--- src/rtl/core/situ_pkg.sv ---
// Shared types and widths for the segment intersection test unit.
// Used by situ_cell and segment_intersection_test_unit; no dependencies.
package situ_pkg;

    // Q16.16 point format
    localparam int FRAC_BITS = 16;
    localparam int COORD_W   = 32;
    // Coordinate differences and exact cross product widths
    localparam int DIFF_W    = COORD_W + 1;
    localparam int PROD_W    = 2 * DIFF_W;
    localparam int CROSS_W   = PROD_W + 1;
    localparam int MAG_W     = CROSS_W - 1;
    // Quotient bits resolved by the divider row, and remainder width
    localparam int QUO_W     = COORD_W + 1;
    localparam int REM_W     = MAG_W + QUO_W;
    localparam int NUM_CELLS = QUO_W;

    // One divider lane as it moves down the cell row
    typedef struct packed {
        logic [REM_W-1:0] rem;
        logic [MAG_W-1:0] den;
        logic [QUO_W-1:0] quo;
    } div_lane_t;

    // Per-item data that travels alongside the dividers
    typedef struct packed {
        logic signed [COORD_W-1:0] a_x;
        logic signed [COORD_W-1:0] a_y;
        logic signed [DIFF_W-1:0]  ab_x;
        logic signed [DIFF_W-1:0]  ab_y;
        logic                      parallel;
        logic                      meet;
        logic                      neg_ab;
        logic                      neg_cd;
        logic                      ovf_ab;
        logic                      ovf_cd;
    } side_t;

endpackage

--- src/rtl/core/situ_cell.sv ---
// One restoring-division step for both fraction dividers, plus side data.
// Depends on situ_pkg.
module situ_cell (
    input  logic              clk,
    input  logic              rst_n,
    input  logic              in_valid,
    input  situ_pkg::side_t   in_side,
    input  situ_pkg::div_lane_t in_ab,
    input  situ_pkg::div_lane_t in_cd,
    output logic              out_valid,
    output situ_pkg::side_t   out_side,
    output situ_pkg::div_lane_t out_ab,
    output situ_pkg::div_lane_t out_cd
);
    import situ_pkg::*;

    logic      valid_reg;
    side_t     side_reg;
    div_lane_t ab_reg;
    div_lane_t cd_reg;
    div_lane_t ab_next;
    div_lane_t cd_next;

    // Compare remainder to divisor aligned at the top quotient bit, subtract, shift
    function automatic div_lane_t div_step(div_lane_t l);
        logic [REM_W-1:0] dsh;
        logic [REM_W-1:0] diff;
        logic             ge;
        div_lane_t        r;
        dsh  = {l.den, {(REM_W-MAG_W){1'b0}}} >> 1;
        ge   = (l.rem >= dsh);
        diff = ge ? (l.rem - dsh) : l.rem;
        r.rem = {diff[REM_W-2:0], 1'b0};
        r.den = l.den;
        r.quo = {l.quo[QUO_W-2:0], ge};
        return r;
    endfunction

    assign ab_next = div_step(in_ab);
    assign cd_next = div_step(in_cd);

    // Valid flag
    always_ff @(posedge clk or negedge rst_n)
    begin
        if (!rst_n)
        begin
            valid_reg <= 1'b0;
        end
        else
        begin
            valid_reg <= in_valid;
        end
    end

    // Payload
    always_ff @(posedge clk)
    begin
        side_reg <= in_side;
        ab_reg   <= ab_next;
        cd_reg   <= cd_next;
    end

    assign out_valid = valid_reg;
    assign out_side  = side_reg;
    assign out_ab    = ab_reg;
    assign out_cd    = cd_reg;

endmodule

--- config.mk ---
export PLATFORM = sky130hd
export DESIGN_NAME = situ_cell
export DESIGN_NICKNAME = d
export VERILOG_FILES = /design/src/rtl/core/situ_pkg.sv /design/src/rtl/core/situ_cell.sv
export SDC_FILE = /design/constraint.sdc
export NUM_CORES = 1
export LEC_CHECK = 0
export BUFFER_PORTS_ARGS = -buffer_cell sky130_fd_sc_hd__buf_2
export CAP_MARGIN = 20
export CORE_AREA = 2 2 420 422
export CTS_BUF_LIST = sky130_fd_sc_hd__clkbuf_4 sky130_fd_sc_hd__clkbuf_8
export CTS_CLUSTER_SIZE = 12
export DETAILED_ROUTE_END_ITERATION = 10
export DIE_AREA = 0 0 422 424
export PLACE_DENSITY_LB_ADDON = 0.05
export REMOVE_ABC_BUFFERS = 1
export SYNTH_ARGS = -nofsm -noshare
export SYNTH_HDL_FRONTEND = slang
export SYNTH_SLANG_ARGS = --single-unit
export TNS_END_PERCENT = 20
--- constraint.sdc ---
create_clock -name clk -period 0.8 [get_ports clk]
set_input_delay 0.12 -clock clk [delete_from_list [all_inputs] [get_ports clk]]
set_output_delay 0.12 -clock clk [all_outputs]
set_load 0.02 [all_outputs]
Word level (Yosys, flattened, before mapping)
Cells that the tools add are included.
{"block": "totals", "ff_bits": 531}
{"block": "op_classes", "add_sub_neg": 2, "n_lt_le_gt_ge": 2, "n_mux": 2}
{"op": "99-bit by 98-bit greater-or-equal comparator with 1-bit output", "count": 2}
{"op": "98-bit two-way mux", "count": 2}
{"op": "98-bit subtractor", "count": 2}

Longest topological paths before layout
Gate-level depths: netlist (run 1).
{"block": "depth", "depth_word": 2, "mapped_depth": 16}

Least setup slack after synthesis (run 1)
Ideal clock, no wire load.
{"block": "synth_timing", "path_type": "input-to-reg", "start": "input in_ab[70] (netlist name)", "end": "register ab_reg (netlist bit out_ab[193])", "arrival_ps": 2759, "t_required_ps": 713, "setup_slack_ps": -2046, "stages": 10, "n_path_buf": 1, "path_cell_list": "inv_1 -> ha_1 -> clkbuf_1 -> nand4_1 -> or4_1 -> or2_2 -> or4_1 -> o22ai_1 -> mux2_2 -> o31ai_1"}
{"item": "start, declared", "line_no": "situ_cell.sv:8", "text": "input situ_pkg::div_lane_t in_ab,"}
{"item": "end signal, assigned", "line_no": "situ_cell.sv:59", "text": "ab_reg <= ab_next;"}
{"item": "end, declared", "line_no": "situ_cell.sv:19", "text": "div_lane_t ab_reg;"}

==> results.sh, run 1 <==
export IMPL_die_h_um=424
export IMPL_timing_final_ws_setup_ns=-1.49
export IMPL_clock_fmax_mhz=436
export IMPL_ios=1068
export IMPL_dieArea_sq_um=179000
export IMPL_synth_area_per_cell_sq_um=9.49
export IMPL_holdPathStages=1
export IMPL_htreeDepth=3
export IMPL_synth_top_area_share_pct=50.8
export IMPL_ys_seq_area_share_pct=51.0
export IMPL_cts_tree="built"
export IMPL_drc=0
export IMPL_finalNonFillerCells=7404
export IMPL_clkSlewWorstSetupHoldPaths_ns=0.06
export IMPL_wirelength_um=163000
export IMPL_setup_worst_path_class="primary input to flip-flop"
export IMPL_drive_gt1_share_pct=51.7
export IMPL_peakVddDrop_mv=1.57
export IMPL_rows=154
export IMPL_wl_per_cell_um=22.0
export IMPL_maxCapViolations=0
export IMPL_numCtsBuffers=112
export IMPL_cp_arrival_ns=3.07
export IMPL_top_usage_layer="met2"
export IMPL_synth_top_area_cell="dfxtp_1"
export IMPL_use_met3_pct=3.81
export IMPL_status="finished with violations"
export IMPL_fin_crit_ns=2.29
export IMPL_core_sq_um=175000
export IMPL_initial_core_util_pct=11.9
export IMPL_hold_viol=128
export IMPL_leakagePower_uw=0.0234
export IMPL_post_route_util_pct=28.9
export IMPL_met2_usage_pct=32.9
export IMPL_pwr_density_cell_nw_per_um2=1930
export IMPL_slew_violations=0
export IMPL_multiInputGateArea_sq_um=12100
export IMPL_finalSetupViolations=667
export IMPL_synth_area_leaders="dfxtp_1 (51%), ha_1 (7.9%), o21ai_0 (4.4%)"
export IMPL_dr_pass1_iters=4
export IMPL_ys_ff_latch=531
export IMPL_required_ns=1.58
export IMPL_grtUsageMet1_pct=19.4
export IMPL_crit_path_start_kind="primary input"
export IMPL_cp_endpoint="out_ab[194]"
export IMPL_fin_crit_sh_pct=287
export IMPL_viasPerCell=3.62
export IMPL_final_net_count=5619
export IMPL_antenna_found_initial=79
export IMPL_drtIter0Drc=785
export IMPL_vias=26800
export IMPL_critPathMaxFanout=4
export IMPL_synthTopCellsByCount="dfxtp_1 (530), nand2_1 (232), inv_1 (185), o21ai_0 (183), a21oi_1 (178)"
export IMPL_hold_path_class="primary input to flip-flop"
export IMPL_final_seq_area_sq_um=10700
export IMPL_cp_end_kind="flip-flop"
export IMPL_p_total_uw=97300
export IMPL_grtUsageTotal_pct=17.5
export IMPL_place_hpwl_um=136000
export IMPL_hold_slack_ns=-0.686
export IMPL_fillCellCount=19100
export IMPL_synth_most_common_cell="dfxtp_1"
export IMPL_fin_setup_tns_ns=-556.36
export IMPL_netlist_area_sq_um=20900
export IMPL_clock_path_buffers=3
export IMPL_portBuffers=1063
export IMPL_synth_edf_count=0
export IMPL_synthArstFlopShare_pct=0.188
export IMPL_die_w_um=422
export IMPL_syn_inst=2200
export IMPL_clockRootBuffer="clkbuf_8"
export IMPL_syn_to_final_growth_pct=142
export IMPL_clock_sinks=531
export IMPL_tightest_slew_ns=0.567
export IMPL_yosysUniqueCellTypes=82
export IMPL_grt_max_degree=29
export IMPL_grt_pass1_wl_um=220000
export IMPL_maxSlewHeadroom_pct=62.0
export IMPL_placed_cells_incl_taps=6288
export IMPL_rsz0062_at_grt="yes"
export IMPL_grt_overflow=0
export IMPL_synth_ff_type="dfxtp_1"
export IMPL_final_antenna_net_count=0
export IMPL_grt_pass1_vias=28300
export IMPL_violations="negative hold slack, negative setup slack"
export IMPL_startpoint="in_ab[46]"
export IMPL_ys_warn_count=0
export IMPL_gp_congestion=0.892
## placed cells by master (no fill, tap or decap), drive strengths merged, types with 22 or more instances in the layout
cell type	Yosys	layout
a21oi	178	178
xnor2	70	70
nand3	24	24
diode	0	22
nand2	232	232
buf	27	1913
nor2	76	76
ha	132	132
dlygate4sd3	0	798
inv	186	185
o21bai	36	36
o21ai	196	196
nand4	49	49
a21o	51	51
clkbuf	52	185
nor4	24	24
nor3	37	37
xor2	37	37
o21a	23	23
dfxtp	530	530
## sequential cells by signal, summed over array words and instances, names as in the netlist
name,flops
out_side,136
out_ab,197
out_valid,1
out_cd,197
## cell type report
class | count | area share [%]
Timing Repair Buffer | 2714 | 42.2
Multi-Input combinational cell | 1405 | 23.9
Sequential cell | 531 | 21.1
Tap cell | 2340 | 5.80
Clock buffer | 182 | 4.47
Inverter | 186 | 1.48
Clock inverter | 24 | 0.942
Antenna cell | 22 | 0.109
## metal layers
metal,vias up,part of all wire (%)
met1,12600,39
li1,13200,-
met4,10,3.0
met5,-,0.041
met3,273,5.0
met2,758,53
## worst min path at each step
| stage | start | to |
|---|---|---|
| floorplan | rst_n | out_valid |
| global placement | rst_n | out_valid |
| detailed placement | rst_n | out_valid |
| CTS | in_cd[35] | out_cd[35] |
| global route | in_cd[37] | out_cd[37] |
| finish | in_cd[37] | out_cd[37] |
## critical path: stages
cell           delay, ns
buf_2               0.09
dlygate4sd3_1       0.59
inv_1               0.12
ha_4                0.23
o211a_4             0.27
buf_4               0.14
a211oi_4            0.36
a31oi_4             0.18
o21ai_4             0.23
a21oi_4             0.11
o211ai_1            0.25
nand3_1             0.11
a31o_2              0.24
## power breakdown
group          internal (uW)  leakage (uW)  switching, uW
clock network          20700       0.00143          15100
logic                  15500        0.0175          16200
registers              29000       0.00448            872
total                  65200        0.0234          32200
## metrics by stage
step	instance area, sq um	worst slack (ns)
after floorplan	20500	-3.71
after global placement	35100	-2.91
after detailed placement	35100	-2.94
after CTS	47500	-1.49
after global routing	50500	-1.57
final	50500	-1.49
## logic make-up after synthesis
group	Yosys count	share of synthesized area, %
other	1	0.0180
adder cells (fa/ha/maj)	134	8.10
multiplexers	10	0.545
flip-flops	531	51.0
buffers and inverters	265	5.14
AND/OR/NAND/NOR	540	12.6
XOR/XNOR	107	4.49
AO/OA/AOI/OAI	612	18.2
## timing repair
| action | 4_1_cts | 5_1_grt |
|---|---|---|
| gates resized for setup | 515 | 410 |
| hold buffers | 728 | 75 |
| setup endpoints to repair | 665 | 665 |
| endpoints found under the hold margin | 531 | 175 |
| pin swaps | 156 | 155 |
| buffers inserted | 38 | 61 |
| gates cloned | 9 | 4 |
Note: power is estimated with default switching activity, not from simulation.
==> run 2: changes to the inputs <==
==> constraint.sdc (replaced) <==
create_clock -name clk -period 2.6 [get_ports clk]
set_input_delay 0.39 -clock clk [delete_from_list [all_inputs] [get_ports clk]]
set_output_delay 0.39 -clock clk [all_outputs]
set_load 0.02 [all_outputs]
==> run 2 against run 1 <==
The flow still finishes with violations (negative hold slack, negative setup slack); global-route usage fell by 0.34 points; utilization fell by 3.3 points; worst hold slack improved by 0.29 ns; cell count fell by 3.5%; via count fell by 4.1%; final area fell by 12%; die area did not move; highest routed layer unchanged.
==> results.sh, run 2 (synthesis results as in run 1) <==
export IMPL_status="finished with violations"
export IMPL_violations="negative hold slack, negative setup slack"
export IMPL_clkSlewWorstSetupHoldPaths_ns=0.06
export IMPL_syn_to_final_growth_pct=114
export IMPL_maxSlewHeadroom_pct=56.2
export IMPL_finalSetupViolations=3
export IMPL_leakagePower_uw=0.0213
export IMPL_timing_final_ws_setup_ns=-0.0389
export IMPL_die_w_um=422
export IMPL_final_net_count=5367
export IMPL_final_antenna_net_count=0
export IMPL_setup_worst_path_class="primary input to flip-flop"
export IMPL_htreeDepth=3
export IMPL_maxCapViolations=0
export IMPL_clkPwrFrac_pct=37.9
export IMPL_peakVddDrop_mv=0.408
export IMPL_tightest_slew_ns=0.651
export IMPL_switchingPower_uw=9410
export IMPL_place_hpwl_um=134000
export IMPL_swShare_pct=33.5
export IMPL_grt_pass1_wl_um=215000
export IMPL_slew_violations=0
export IMPL_p_total_uw=28100
export IMPL_dieArea_sq_um=179000
export IMPL_grtUsageTotal_pct=17.2
export IMPL_p_comb_share_pct=29.3
export IMPL_initial_core_util_pct=11.9
export IMPL_clock_sinks=531
export IMPL_dr_pass1_iters=5
export IMPL_wirelength_um=159000
export IMPL_required_ns=3.40
export IMPL_drc=0
export IMPL_grt_overflow=0
export IMPL_core_sq_um=175000
export IMPL_placed_cells_incl_taps=6249
export IMPL_drtIter0Drc=876
export IMPL_portBuffers=1063
export IMPL_clock_fmax_mhz=379
export IMPL_numCtsBuffers=113
export IMPL_hold_path_class="primary input to flip-flop"
export IMPL_hold_slack_ns=-0.391
export IMPL_rows=154
export IMPL_fin_crit_sh_pct=101
export IMPL_layout_common_cells="buf_2 (1059), buf_4 (722), dlygate4sd3_1 (653)"
export IMPL_cts_tree="built"
export IMPL_die_h_um=424
export IMPL_p_int_uw=18700
export IMPL_viasPerCell=3.59
export IMPL_finalNonFillerCells=7148
export IMPL_drive_gt1_share_pct=45.3
export IMPL_grt_max_degree=33
export IMPL_hold_viol=5
export IMPL_crit_path_start_kind="primary input"
export IMPL_grt_pass1_vias=27600
export IMPL_fin_crit_ns=2.64
export IMPL_antenna_found_initial=69
export IMPL_cp_arrival_ns=3.44
export IMPL_cp_end_kind="flip-flop"
export IMPL_ios=1068
export IMPL_pwr_density_cell_nw_per_um2=630
export IMPL_power_frac_seq_pct=32.8
export IMPL_clock_path_buffers=3
export IMPL_rsz0062_at_grt="yes"
export IMPL_gp_congestion=0.936
export IMPL_critPathMaxFanout=18
export IMPL_clockRootBuffer="clkbuf_8"
export IMPL_final_common_cell="buf_2"
export IMPL_vias=25700
export IMPL_wl_per_cell_um=22.3
[run 2: changes by cell type in the layout (fill, tap and decap cells not counted), sizes merged]
cell          change
clkinv            +5
diode             -4
bufinv            -2
buf             -110
dlygate4sd3     -145
inv               +4
dlymetal6s4s      +2
clkbuf            -8
clkinvlp          +2
[run 2: worst paths after layout]
kind | startpoint | endpoint | slack (ns) | cells after the start
worst max-delay path | in_cd[177] | out_cd[133] | -0.04 | 13
min in group asynchronous | rst_n | out_valid | 0.29 | 3
max in group asynchronous | rst_n | out_valid | 2.20 | 3
worst min-delay path | in_cd[33] | out_cd[33] | -0.39 | 1
[run 2: metrics by stage]
stage / setup WS [ns] / hold WS (ns) / area (sq um) / util [%] / TNS [ns]
floorplan: -2.18 / 0.0944 / 20500 / - / -255.61
global placement: -1.40 / 0.166 / 34300 / 19.6 / -156.04
global route: -0.157 / -0.477 / 44600 / 25.5 / -1.40
finish: -0.0389 / -0.391 / 44600 / 25.5 / -0.0843
CTS: -0.00325 / -0.560 / 43600 / 24.9 / -0.00325
detailed placement: -1.42 / 0.168 / 34300 / 19.6 / -159.01
[run 2: metal layers]
metal | part of all wire (%) | routed length [um] | global-route usage [%] | vias up
li1 | - | - | - | 12700
met1 | 39 | 62300 | 18.9 | 11900
met2 | 52 | 83300 | 32.4 | 808
met3 | 6.1 | 9720 | 4.35 | 249
met4 | 2.4 | 3900 | 4.63 | 14
met5 | 0.049 | 78 | 0 | -
[run 2: power groups by stage]
| stage | Sequential (uW) | Combinational, uW | Clock [uW] |
|---|---|---|---|
| finish | 9220 | 8240 | 10700 |
| global route | 9290 | 8910 | 11600 |
| CTS | 9240 | 8200 | 11300 |
| detailed placement | 9400 | 7220 | 0 |
| global placement | 9410 | 7300 | 0 |
| floorplan | 10300 | 2040 | 0 |
[run 2: timing repair]
action | CTS | global route
resized for setup | 50 | 143
setup buffers | 8 | 9
pin swaps | 18 | 49
endpoints found under the hold margin | 530 | 27
setup endpoints to repair | 116 | 128
gates cloned | 2 | 4
hold buffers | 633 | 22
[run 2: critical path: stages]
cell           delay (ns)
dlygate4sd3_1        0.52
buf_2                0.13
ha_1                 0.30
a21oi_1              0.23
o21ai_2              0.13
a21oi_1              0.22
nor4_1               0.09
buf_4                0.15
a31o_4               0.23
o31ai_4              0.25
buf_6                0.20
buf_12               0.18
mux2_2               0.38
[run 2: cell type report]
cell class	instances	area, sq um
Tap cell	2340	2930
Inverter	186	703
Fill cell	19400	130000
Clock inverter	33	460
Sequential cell	531	10600
Antenna cell	18	45.0
Multi-Input combinational cell	1405	9970
Timing Repair Buffer	2461	17700
Clock buffer	174	2180
